### src/rtl/core/owl_pkg.sv
// owl_pkg: shared constants, codes and types of the ordered word list engine
// no dependencies; used by every module of the block by scoped names
package owl_pkg;

   // list geometry
   localparam int CAPACITY = 64;
   localparam int WORD_W   = 32;
   localparam int IDX_W    = (CAPACITY > 1) ? $clog2(CAPACITY) : 1;
   localparam int CNT_W    = $clog2(CAPACITY + 1);

   // port field widths
   localparam int CMD_W    = 3;
   localparam int POS_W    = 6;
   localparam int STAT_W   = 3;
   localparam int FOUND_W  = 6;
   localparam int COUNT_W  = 7;

   // width that holds both a target position and a count
   localparam int CMP_W    = (CNT_W > POS_W) ? CNT_W : POS_W;

   // command codes
   localparam logic [CMD_W-1:0] CMD_PUSH_FRONT = 3'd0;
   localparam logic [CMD_W-1:0] CMD_PUSH_BACK  = 3'd1;
   localparam logic [CMD_W-1:0] CMD_SORTED_INS = 3'd2;
   localparam logic [CMD_W-1:0] CMD_POP_FRONT  = 3'd3;
   localparam logic [CMD_W-1:0] CMD_FIND       = 3'd4;
   localparam logic [CMD_W-1:0] CMD_DELETE     = 3'd5;

   // status codes
   localparam logic [STAT_W-1:0] ST_OK        = 3'd0;
   localparam logic [STAT_W-1:0] ST_FULL      = 3'd1;
   localparam logic [STAT_W-1:0] ST_NOT_FOUND = 3'd2;
   localparam logic [STAT_W-1:0] ST_RANGE     = 3'd3;
   localparam logic [STAT_W-1:0] ST_EMPTY     = 3'd4;

   // per-cell control from the sequencer
   typedef struct packed {
      logic cmp_en;     // capture compare flags against the item word
      logic load;       // take the item word
      logic from_left;  // take the word of the cell in front
      logic from_right; // take the word of the cell behind
   } cell_ctrl_type;

endpackage

### src/rtl/core/owl_cell.sv
// owl_cell: one list entry with its compare flags and neighbor shift mux
// depends on owl_pkg
module owl_cell (
   input  logic                          clock,
   input  logic [owl_pkg::WORD_W-1:0]    word,
   input  owl_pkg::cell_ctrl_type        ctrl,
   input  logic [owl_pkg::WORD_W-1:0]    left_word,
   input  logic [owl_pkg::WORD_W-1:0]    right_word,
   output logic [owl_pkg::WORD_W-1:0]    entry,
   output logic                          le_flag,
   output logic                          eq_flag
);

   logic [owl_pkg::WORD_W-1:0] entry_ff, entry_in;
   logic                       le_ff, le_in;
   logic                       eq_ff, eq_in;

   // next entry: load, shift back, shift forward or hold
   always_comb begin
      if (ctrl.load) begin
         entry_in = word;
      end else if (ctrl.from_left) begin
         entry_in = left_word;
      end else if (ctrl.from_right) begin
         entry_in = right_word;
      end else begin
         entry_in = entry_ff;
      end
   end

   // compare flags, captured in the compare cycle
   always_comb begin
      if (ctrl.cmp_en) begin
         le_in = (word <= entry_ff);
         eq_in = (word == entry_ff);
      end else begin
         le_in = le_ff;
         eq_in = eq_ff;
      end
   end

   always_ff @(posedge clock) begin
      entry_ff <= entry_in;
      le_ff    <= le_in;
      eq_ff    <= eq_in;
   end

   assign entry   = entry_ff;
   assign le_flag = le_ff;
   assign eq_flag = eq_ff;

endmodule

### config.mk
export PLATFORM = sky130hd
export DESIGN_NAME = owl_cell
export DESIGN_NICKNAME = d
export VERILOG_FILES = /design/src/rtl/core/owl_pkg.sv /design/src/rtl/core/owl_cell.sv
export SDC_FILE = /design/constraint.sdc
export NUM_CORES = 1
export LEC_CHECK = 0
export BUFFER_PORTS_ARGS = -buffer_cell sky130_fd_sc_hd__buf_2
export CAP_MARGIN = 20
export CORE_UTILIZATION = 50
export CTS_BUF_LIST = sky130_fd_sc_hd__clkbuf_2
export CTS_CLUSTER_DIAMETER = 60
export DETAILED_ROUTE_END_ITERATION = 12
export PLACE_DENSITY = 0.88
export SLEW_MARGIN = 20
export SYNTH_ARGS = -nofsm -noshare
export SYNTH_HDL_FRONTEND = slang
export SYNTH_SLANG_ARGS = --single-unit
### constraint.sdc
create_clock -name clock -period 4 [get_ports clock]
set_input_delay 0.2 -clock clock [delete_from_list [all_inputs] [get_ports clock]]
set_output_delay 0.2 -clock clock [all_outputs]
set_load 0.1 [all_outputs]
==> impl_metrics.py <==
metrics = {
    "outcome": {
        "status": "completed",
    },
    "sta": {
        "setup_tns_ns": 0,
        "rsz0062_at_grt": "false",
        "relSlewSlack_pct": 34.6,
        "fin_skew_ns": 0.00754,
        "post-route-period-util_pct": 43.9,
        "setup-violations-final": 0,
        "worst_pin_slew_ns": 0.981,
        "hold_violations": 0,
        "fmax_ghz": 0.570,
        "finalCriticalPeriod_ns": 1.76,
        "slew_viol_final": 0,
    },
    "global_routing": {
        "busiest_layer": "met2",
        "use_met1_pct": 24.4,
        "grt_pass1_wl_mm": 9.43,
        "grt_pass1_vias": 2307,
        "grt_max_degree": 66,
        "antenna_found_initial": 0,
        "use_met3_pct": 5.25,
        "grt.met2_usage_pct": 44.2,
        "grt_use_total_pct": 23.3,
        "gr-total-overflow": 0,
    },
    "finish": {
        "syn2layout_area_growth_pct": 30.0,
        "drive_gt1_share_pct": 37.9,
        "fin_util_pct": 68.2,
        "n_antenna_cell": 0,
        "num-nets-final": 523,
    },
    "clocking": {
        "cts_tree": "yes",
        "post_cts_buffers": 0,
        "cts_hold_buf": 0,
        "cts.sinks": 34,
        "insertion_delay_ns": 0.36,
        "cts_made_buffers": 5,
        "clk_pin_slew_ns": 0.17,
        "htree_levels": 2,
        "ctsLongestPathBuffers": 2,
        "cts_resized": 0,
        "clockRootBuffer": "clkbuf_2",
    },
    "placed_design": {
        "dp_hpwl_mm": 4.91,
        "place.gp.congestion": 0.774,
        "portBuffers": 134,
    },
    "floorplanning": {
        "initial_core_util_pct": 52.5,
        "dieArea_mm2": 0.00531,
        "num_rows": 25,
        "io_pins": 135,
        "die_y_um": 72.9,
        "die_w_um": 72.9,
        "core_mm2": 0.00479,
    },
    "route": {
        "drc_errors": 0,
        "routed_wirelength_mm": 6.00,
        "post_drt_wl_per_cell_um": 13.1,
        "drt_pre_antenna_iters": 4,
        "viasPerCell": 5.15,
        "vias": 2358,
        "ant_nets": 0,
        "drtIter0Drc": 105,
    },
    "yosys": {
        "synthCells": 258,
        "ys_warn_count": 0,
        "yosys-top-cells-area": "edfxtp_1, ha_1, mux2i_1",
        "yosys.area.top_type": "edfxtp_1",
        "synth_top_cell_area_share_pct": 40.6,
        "syn_nets": 391,
        "seq_area_frac_synth_pct": 40.6,
        "syn_area_per_cell_um2": 9.74,
        "synthesis.area_mm2": 0.00251,
        "yosysUniqueCellTypes": 30,
        "ys_ff_latch": 34,
    },
    "critical_path": {
        "crit_chain": "inv_1, ha_1, nand4_1, nor2_1, o211ai_1, a31oi_1, o21bai_1",
        "crit_type": "flop to flop",
        "startpoint": "entry[15]$_DFFE_PP_",
        "worstPathMaxFanout": 3,
        "reg2reg_to": "le_flag$_DFFE_PP_",
        "required_ns": 4.14,
        "cp_slowest_cell": "edfxtp_1",
        "r2r_setup_slack_ns": 2.24,
        "critical_path_arrival_ns": 1.89,
        "critPathMaxStageDelay_ns": 0.39,
        "crit_end": "le_flag$_DFFE_PP_",
        "worstRegToRegCells": 7,
        "timing.rr.start": "entry[15]$_DFFE_PP_",
        "end_kind": "flop",
        "critPathLaunchType": "flop",
    },
    "power_and_ir_drop": {
        "p_leak_nw": 1.76,
        "power_density_mw_per_mm2": 365,
        "ir_drop_mv": 0.186,
    },
    "run": {
        "cap_violations": 0,
    },
    "worst_hold_path": {
        "hold_path_class": "input port to flop",
    },
}
==> flip-flops by register name, indices dropped and copies added (netlist names) <==
register and flops:
eq_flag 1, entry 32, le_flag 1
==> layer usage <==
layer	part of all wire [%]	vias to the layer above	wire length, µm
met5	0	-	0
met4	2.1	0	129
met3	6.3	15	380
met2	53	103	3200
met1	38	1052	2290
li1	-	1188	-
==> cell usage after synthesis <==
cell type	count
o21bai_1	1
a21oi_1	11
o211ai_1	1
nand2_1	41
nand4_1	4
nor3_4	1
nand3_2	1
buf_4	3
and4_1	1
nand2b_1	1
clkbuf_1	6
o31ai_1	1
nor2_2	1
edfxtp_1	34
a221oi_1	3
buf_2	2
o21ai_0	3
or3_1	1
mux2i_1	32
o211a_1	1
ha_1	32
nor2_1	3
a31oi_1	1
inv_1	33
nand4_2	1
o21ai_1	33
nand3_1	3
nor2b_1	1
a21o_1	1
nand2_2	1
==> layout make-up <==
class                   count  area, µm²
clock inverters             2       8.76
clock buffers               6       30.0
inverters                  33        124
repair buffers            136        686
fillers                   413       1520
flip-flops and latches     34       1020
multi-input cells         180       1310
well taps                  67       83.8
==> critical path: cells and delay by family (launching register included) <==
family / cells / cell delay [ns]
AO/OA/AOI/OAI: 3 / 0.42
adder cells (fa/ha/maj): 1 / 0.30
buffers and inverters: 1 / 0.05
flip-flops: 1 / 0.39
AND/OR/NAND/NOR: 2 / 0.36
==> worst min path at each step <==
stage,startpoint,to,cells after the start,slack (ns)
floorplan,ctrl[3],eq_flag$_DFFE_PP_,0,0.31
global placement,ctrl[3],eq_flag$_DFFE_PP_,1,0.42
detailed placement,ctrl[3],eq_flag$_DFFE_PP_,1,0.42
CTS,ctrl[3],eq_flag$_DFFE_PP_,1,0.02
global route,ctrl[3],eq_flag$_DFFE_PP_,1,0.004
finish,ctrl[3],eq_flag$_DFFE_PP_,1,0.04
==> layout by cell type, fill, tap and decap left out, drive strengths merged, types with 2 or more instances in the layout <==
master | synthesis | final
a21oi | 11 | 11
a221oi | 3 | 3
buf | 5 | 136
clkbuf | 6 | 6
clkinv | 0 | 2
edfxtp | 34 | 34
ha | 32 | 32
inv | 33 | 33
mux2i | 32 | 32
nand2 | 42 | 42
nand3 | 4 | 4
nand4 | 5 | 5
nor2 | 4 | 4
o21ai | 36 | 36
==> cell families after synthesis <==
logic type                 count (synthesis)  share of synthesized area [%]
and+or+nand+nor                           60                           11.3
DFF                                       34                           40.6
adders and majority gates                 32                           15.9
AOI/OAI and AO/OA                         56                           12.3
buffers and inverters                     44                           7.12
muxes                                     32                           12.7
==> metrics by stage <==
step	worst slack, ns	instance area, µm²	total power (W)	std cells	hold WS [ns]
after CTS	2.22	3270	0.00120	458	0.0187
after global routing	2.12	3270	0.00126	458	0.00352
after global placement	2.15	3230	0.00103	450	0.422
after detailed placement	2.06	3230	0.00104	450	0.419
after floorplan	1.77	2510	0.000913	258	0.312
final	2.24	3270	0.00119	458	0.0438
==> report_power, final <==
| part | switching (W) | total (W) | internal, W |
|---|---|---|---|
| sequential | 0.0000194 | 0.000459 | 0.000439 |
| clock | 0.000116 | 0.000159 | 0.0000431 |
| combinational | 0.000433 | 0.000575 | 0.000141 |
No activity file was read; power rests on OpenSTA's default activity.
