$ cat src/rtl/core/owl_pkg.sv
// owl_pkg: shared constants, codes and types of the ordered word list engine
// no dependencies; used by every module of the block by scoped names
package owl_pkg;

   // list geometry
   localparam int CAPACITY = 64;
   localparam int WORD_W   = 32;
   localparam int IDX_W    = (CAPACITY > 1) ? $clog2(CAPACITY) : 1;
   localparam int CNT_W    = $clog2(CAPACITY + 1);

   // port field widths
   localparam int CMD_W    = 3;
   localparam int POS_W    = 6;
   localparam int STAT_W   = 3;
   localparam int FOUND_W  = 6;
   localparam int COUNT_W  = 7;

   // width that holds both a target position and a count
   localparam int CMP_W    = (CNT_W > POS_W) ? CNT_W : POS_W;

   // command codes
   localparam logic [CMD_W-1:0] CMD_PUSH_FRONT = 3'd0;
   localparam logic [CMD_W-1:0] CMD_PUSH_BACK  = 3'd1;
   localparam logic [CMD_W-1:0] CMD_SORTED_INS = 3'd2;
   localparam logic [CMD_W-1:0] CMD_POP_FRONT  = 3'd3;
   localparam logic [CMD_W-1:0] CMD_FIND       = 3'd4;
   localparam logic [CMD_W-1:0] CMD_DELETE     = 3'd5;

   // status codes
   localparam logic [STAT_W-1:0] ST_OK        = 3'd0;
   localparam logic [STAT_W-1:0] ST_FULL      = 3'd1;
   localparam logic [STAT_W-1:0] ST_NOT_FOUND = 3'd2;
   localparam logic [STAT_W-1:0] ST_RANGE     = 3'd3;
   localparam logic [STAT_W-1:0] ST_EMPTY     = 3'd4;

   // per-cell control from the sequencer
   typedef struct packed {
      logic cmp_en;     // capture compare flags against the item word
      logic load;       // take the item word
      logic from_left;  // take the word of the cell in front
      logic from_right; // take the word of the cell behind
   } cell_ctrl_type;

endpackage

$ cat src/rtl/core/owl_first_set.sv
// owl_first_set: finds the lowest set bit of a per-cell flag vector
// depends on owl_pkg
module owl_first_set (
   input  logic [owl_pkg::CAPACITY-1:0] flags,
   output logic                         hit,
   output logic [owl_pkg::IDX_W-1:0]    index
);

   // scan from the back so the lowest set bit wins
   always_comb begin
      index = '0;
      for (int i = owl_pkg::CAPACITY - 1; i >= 0; i--) begin
         if (flags[i]) begin
            index = owl_pkg::IDX_W'(i);
         end
      end
   end

   assign hit = |flags;

endmodule

$ cat config.mk
export PLATFORM = sky130hd
export DESIGN_NAME = owl_first_set
export DESIGN_NICKNAME = d
export VERILOG_FILES = /design/src/rtl/core/owl_pkg.sv /design/src/rtl/core/owl_first_set.sv
export SDC_FILE = /design/constraint.sdc
export NUM_CORES = 1
export LEC_CHECK = 0
export BUFFER_PORTS_ARGS = -buffer_cell sky130_fd_sc_hd__buf_2
export CORE_UTILIZATION = 45
export DETAILED_ROUTE_END_ITERATION = 8
export PLACE_DENSITY = 0.94
export SLEW_MARGIN = 40
export SYNTH_ARGS = -nofsm -noshare
export SYNTH_HDL_FRONTEND = slang
export SYNTH_SLANG_ARGS = --single-unit
$ cat constraint.sdc
create_clock -name vclk -period 3.2
set_input_delay 0.48 -clock vclk [all_inputs]
set_output_delay 0.48 -clock vclk [all_outputs]
set_load 0.05 [all_outputs]
==> reports/results.tsv, run 1 <==
metric	value	unit
synth_top_area_share	11.3	%
die_area	2150	µm²
hold-path-cell-count	5	
synth-simple-area-share	59.4	%
clockPowerShare	0	%
critPathBufInv	2	
grt_pass1_vias	1271	
grt_max_degree	6	
routed_wl	3010	µm
crit_chain	buf_2 -> or4_4 -> nor2b_2 -> nand3_1 -> nor4_2 -> buf_2	
hold_class	input pin to output pin	
synth_top_family_by_area	simple AND/OR/NAND/NOR gates	
syn-cell-area	887	µm²
holdBufCountCts	0	
antenna_found_initial	0	
clkbuf_count	0	
synth_mux_area_share	0	%
switching_power	0.0000731	W
ant_nets	0	
period_share	78.7	%
vdd_drop_max	0.0000583	V
max_stage_delay	550	ps
critical_path_cell_count	6	
num_rows	15	
yosys.area.top_type	nor4_1	
setup_viol	0	
drc	0	
multi_input_area	856	µm²
ys.warnings.count	0	
crit_family	simple AND/OR/NAND/NOR gates	
critPathKind	input pin to output pin	
slowest_stage	or4_4	
wire_per_inst	12.5	µm
drtIter0Drc	34	
die_h	46.4	µm
yosys.cell_types.count	40	
cp-end-kind	output pin	
dr.pass1.iters	4	
p_int	0.0000537	W
numSequentialCells	0	
relSlewSlack	62.6	%
synth_compound_area_share	36.4	%
layout.cell_area.non_filler	1280	µm²
powerDensity	99.0	nW/µm²
synthAdderAreaFrac	0	%
start_util	49.8	%
drive_gt1_share	37.0	%
syn_nets	209	
antenna_cells	0	
p_seq_share	0	%
crit_path_frequent_cell	buf_2	
ys_top_cells_by_count	nor2_1, nor4_1, nor3_1	
die_w	46.4	µm
worstSetupStartpointType	input pin	
cp.arrival	2040	ps
areaGrowthSynthToFinish	44.3	%
synth_area_leaders	nor4_1, nor2_1, nor3_1	
cts_resized	0	
finalMaxSlewViolations	0	
crit_required	2720	ps
num_vias	1472	
crit_fanout	4	
regArea	0	µm²
max_freq	397	MHz
nNetsFinal	282	
period_minus_slack	2520	ps
cap_violations	0	
gp_congestion	0.872	
netSwitchingFraction	57.7	%
grt_usage	28.6	%
cts_setup_buffers	0	
core_area	1780	µm²
rsz0062_at_grt	no	
port_buffers	71	
grt_pass1_wl	4710	µm
io_pins	71	
vias_per_cell	6.11	
grt.overflow.total	0	
hold_violations	0	
synth_cells	145	
status	completed	
fillerInstances	177	
hpwlAfterDp	2630	µm
yosysSeqAreaShare	0	%
setup_tns	0	ps
comb_power_share	100.0	%
placed_area	1280	µm²
final_core_util	71.8	%
worst_pin_slew	555	ps
leakage	0.528	nW
synth_area_per_cell	6.12	µm²
synth_xor_area_share	0	%
synth.most_common_cell	nor2_1	
-- tightest hold or removal path, cell delays in order --
cell and delay [ps]:
buf_2 100, nor4_1 70, nand2_1 60, a31oi_1 40, buf_2 200
-- cells in the final DEF (no fill, tap or decap), types with 3 or more instances in the layout --
cell,count
nand2_1,9
nor2b_1,4
a21oi_1,10
nor2_1,19
or4_1,3
nand3_1,6
inv_1,10
o21bai_1,3
o211ai_1,4
nor3_1,12
buf_2,71
or3_1,3
nand2b_1,4
nor4_1,15
o31ai_1,3
o21a_1,3
o21ai_0,6
-- path summary, 6_finish.rpt --
check / startpoint / endpoint / slack, ps
worst max-delay path: flags[15] / index[5] / 680
worst min-delay path: flags[1] / index[3] / 1430
-- logic make-up after synthesis --
| kind of cell | count (synthesis) |
|---|---|
| AOI/OAI and AO/OA | 47 |
| buffers and inverters | 10 |
| and+or+nand+nor | 88 |
-- stage by stage --
step / hold slack, ps / cells / setup slack (ps) / power [W]
5_1_grt: 1450 / 241 / 602 / 0.000139
3_3_place_gp: 1420 / 241 / 719 / 0.000122
4_1_cts: 1430 / 241 / 688 / 0.000125
6_report: 1430 / 241 / 680 / 0.000127
2_1_floorplan: 1200 / 145 / 275 / 0.0000479
3_5_place_dp: 1430 / 241 / 691 / 0.000125
-- power by group through the flow --
stage	registers (W)	clock network [W]	logic, W
floorplan	0	0	0.0000479
finish	0	0	0.000127
global placement	0	0	0.000122
global route	0	0	0.000139
CTS	0	0	0.000125
detailed placement	0	0	0.000125
-- metal layers --
| metal | track usage [%] | share of wire (%) |
|---|---|---|
| met1 | 33.6 | 41 |
| met2 | 55.3 | 49 |
| met3 | 1.18 | 7.8 |
| met4 | 6.47 | 1.7 |
| met5 | 0 | 0 |
-- layout make-up --
| type | count | area share, % |
|---|---|---|
| inverters | 10 | 2.93 |
| multi-input cells | 135 | 66.9 |
| well taps | 25 | 2.44 |
| repair buffers | 71 | 27.8 |
Note: power is estimated with default switching activity, not from simulation.
==> run 2: changes to the inputs <==
CORE_UTILIZATION = 38   (was 45)
PLACE_DENSITY = 0.85   (was 0.94)
clock period = 2.3 ns   (was 3.2 ns; I/O delays follow)
==> run 2 against run 1 <==
Sequential share of layout area is the same. Non-clock buffer count rose by 1. Total power is 38% higher. Die area grew 18%. Sequential cell count did not move. Core utilization shrank 13 points. Critical path type unchanged. Final area increased by 1.9%.
==> reports/results.tsv, run 2 (synthesized netlist as in run 1, its figures left out) <==
metric	value	unit
dp_slack	72.1	ps
worstSetupStartpointType	input pin	
grt_pass1_vias	1196	
netSwitchingFraction	56.5	%
dr.pass1.iters	4	
ant_nets	0	
max_freq	451	MHz
crit_fanout	3	
powerDensity	134	nW/µm²
p_int	0.0000760	W
period_share	96.4	%
num_rows	17	
leakage	0.534	nW
p_seq_share	0	%
clkbuf_count	0	
period_minus_slack	2220	ps
num_vias	1400	
grt_usage	21.8	%
wire_per_inst	11.2	µm
areaGrowthSynthToFinish	47.0	%
crit_required	1960	ps
rsz0062_at_grt	yes	
drtIter0Drc	18	
crit_family	simple AND/OR/NAND/NOR gates	
antenna_found_initial	0	
drive_gt1_share	37.8	%
die_area	2530	µm²
hold_class	input pin to output pin	
status	completed	
clockPowerShare	0	%
cap_violations	0	
grt.overflow.total	0	
critPathBufInv	2	
nNetsFinal	283	
routed_wl	2730	µm
die_h	50.3	µm
hold_start	flags[1]	
fillerInstances	235	
cp.arrival	1870	ps
grt_max_degree	6	
critPathKind	input pin to output pin	
numSequentialCells	0	
switching_power	0.0000985	W
final_cell_mix	buf_2, nor2_1, nor4_1, nor3_1	
timing.final.ws_setup	83.7	ps
final_cells	245	
port_buffers	71	
drc	0	
comb_power_share	100.0	%
critPathLaunch	flags[62]	
start_util	40.1	%
multi_input_area	863	µm²
gp_congestion	0.849	
die_w	50.3	µm
vdd_drop_max	0.0000882	V
slowest_stage	or4_4	
io_pins	71	
dp_cells	245	
regArea	0	µm²
grt_pass1_wl	4550	µm
hpwlAfterDp	2470	µm
antenna_cells	0	
relSlewSlack	66.4	%
crit_path_frequent_cell	buf_2	
cp-end-kind	output pin	
finalMaxSlewViolations	0	
setup_viol	0	
mostFrequentLayoutCell	buf_2	
vias_per_cell	5.71	
cts_setup_buffers	0	
core_area	2210	µm²
crit_chain	buf_2 -> or4_4 -> nor4b_4 -> nand3_2 -> nor2_2 -> nand3b_1 -> buf_2	
max_stage_delay	550	ps
worst_pin_slew	499	ps
hold_violations	0	
## run 2: final timing paths
path | end | slack (ps) | cells after the start
min | index[3] | 1150 | 5
max | hit | 80 | 7
## run 2: repair_timing
item	4_1_cts	5_1_grt
endpoints found under the setup margin	0	2
hold buffers	0	0
gates resized for setup	0	3
## run 2: power by group through the flow
stage               sequential (W)  combinational, W  clock, W
global placement                 0          0.000171         0
detailed placement               0          0.000173         0
floorplan                        0         0.0000678         0
global route                     0          0.000194         0
CTS                              0          0.000174         0
finish                           0          0.000175         0
## run 2: tightest hold or removal path, delay by kind of cell
kind,cells,cell delay [ps]
AO/OA/AOI/OAI,1,40
buffers and inverters,2,300
AND/OR/NAND/NOR,2,120
## run 2: final cells by class
cell class / count / area share [%]
Timing Repair Buffer: 72 / 28.2
Inverter: 10 / 2.88
Multi-Input combinational cell: 135 / 66.2
Tap cell: 28 / 2.69
## run 2: metrics by stage
stage	TNS [ps]	hold WS, ps	total power [W]	util (%)	cell area [µm²]
detailed placement	0	1150	0.000173	58.7	1300
global route	-2.14	1180	0.000194	58.9	1300
CTS	0	1150	0.000174	58.7	1300
finish	0	1150	0.000175	58.9	1300
global placement	0	1150	0.000171	58.7	1300
floorplan	-268	935	0.0000678	-	901
## run 2: routing by layer
layer | up-vias | global-route usage (%) | part of all wire [%]
met5 | - | 0 | 0
met4 | 0 | 0 | 0
met3 | 0 | 0.606 | 6.4
met2 | 52 | 44.4 | 49
met1 | 625 | 26.2 | 45
li1 | 723 | - | -
==> run 3: changes to the inputs <==
MAX_ROUTING_LAYER = met4   (was unset)
==> run 3 against run 2 <==
Combinational power is essentially flat. Non-clock buffer count unchanged. Core utilization unchanged. Final area is the same. First-iteration DRC count unchanged. Total power barely moved. Maximum frequency is essentially flat. Critical endpoint unchanged. Largest power group unchanged.
==> reports/results.tsv, run 3 (synthesized netlist as in run 1, its figures left out) <==
metric	value	unit
status	completed	
finalMaxSlewViolations	0	
start_util	40.1	%
clkbuf_count	0	
hold_ws	1150	ps
critPathLaunch	flags[62]	
hpwlAfterDp	2470	µm
num_rows	17	
mostFrequentLayoutCell	buf_2	
vias_per_cell	5.72	
dr.pass1.iters	4	
die_h	50.3	µm
hold_violations	0	
port_buffers	71	
io_pins	71	
core_area	2210	µm²
cap_violations	0	
holdBufCountCts	0	
crit_required	1960	ps
routed_wl	2740	µm
setup_tns	0	ps
powerDensity	134	nW/µm²
drtIter0Drc	18	
layout.cell_area.non_filler	1300	µm²
num_vias	1401	
grt_pass1_wl	4550	µm
total_power	0.000175	W
numSequentialCells	0	
max_freq	451	MHz
vdd_drop_max	0.0000884	V
worst_pin_slew	499	ps
rsz0062_at_grt	yes	
antenna_found_initial	0	
cp.arrival	1870	ps
placed_area	1300	µm²
leakage	0.534	nW
worstSetupStartpointType	input pin	
final_cell_mix	buf_2, nor2_1, nor4_1, nor3_1	
hold_start	flags[1]	
hold_class	input pin to output pin	
grt.overflow.total	0	
grt_usage	22.4	%
gp_congestion	0.863	
period_minus_slack	2220	ps
ant_nets	0	
period_share	96.4	%
grt_pass1_vias	1193	
areaGrowthSynthToFinish	47.0	%
relSlewSlack	66.4	%
drive_gt1_share	37.8	%
crit_fanout	3	
grt_use_met2	44.4	%
grt-busiest-layer	met2	
final_core_util	58.9	%
wire_per_inst	11.2	µm
die_area	2530	µm²
setup_viol	0	
nNetsFinal	283	
cp-end-kind	output pin	
grtUsageMet1	26.2	%
grt_max_degree	6	
critPathKind	input pin to output pin	
met3_usage	0.606	%
drc	0	
die_w	50.3	µm
regArea	0	µm²
antenna_cells	0	
## run 3: cell counts in the layout (fill, tap and decap cells not counted)
No cell type changed its count.
## run 3: final timing paths
| path | endpoint | slack, ps | depth (start not counted) |
|---|---|---|---|
| max | hit | 80 | 7 |
| min | index[3] | 1150 | 5 |
## run 3: through the flow
| step | std cells | setup slack [ps] |
|---|---|---|
| 2_1_floorplan | 145 | -180 |
| 3_3_place_gp | 245 | 82.9 |
| 3_5_place_dp | 245 | 72.1 |
| 4_1_cts | 245 | 70.2 |
| 5_1_grt | 245 | -2.14 |
| 6_report | 245 | 83.8 |
## run 3: layout make-up
cell class	instances	area, µm²
Timing Repair Buffer	72	368
Tap cell	28	35.0
Inverter	10	37.5
Fill cell	235	908
Multi-Input combinational cell	135	863
## run 3: metal layers
layer / wire length, µm / vias up
met4: 0 / 0
met3: 174 / 0
li1: - / 724
met1: 1220 / 625
met2: 1340 / 52
met5: 0 / -
## run 3: what timing repair did
action,in CTS,in global routing
setup endpoints to repair,0,2
hold endpoints to repair,0,0
buffers inserted,0,0
resized for setup,0,3
## run 3: critical path: stages
cell and delay (ps):
buf_2 110, or4_4 550, nor4b_4 290, nand3_2 120
nor2_2 160, nand3b_1 80, buf_2 210
## run 3: report_power, final
part / total (W) / switching (W) / internal [W]
combinational: 0.000175 / 0.0000987 / 0.0000760
clock: 0 / 0 / 0
sequential: 0 / 0 / 0
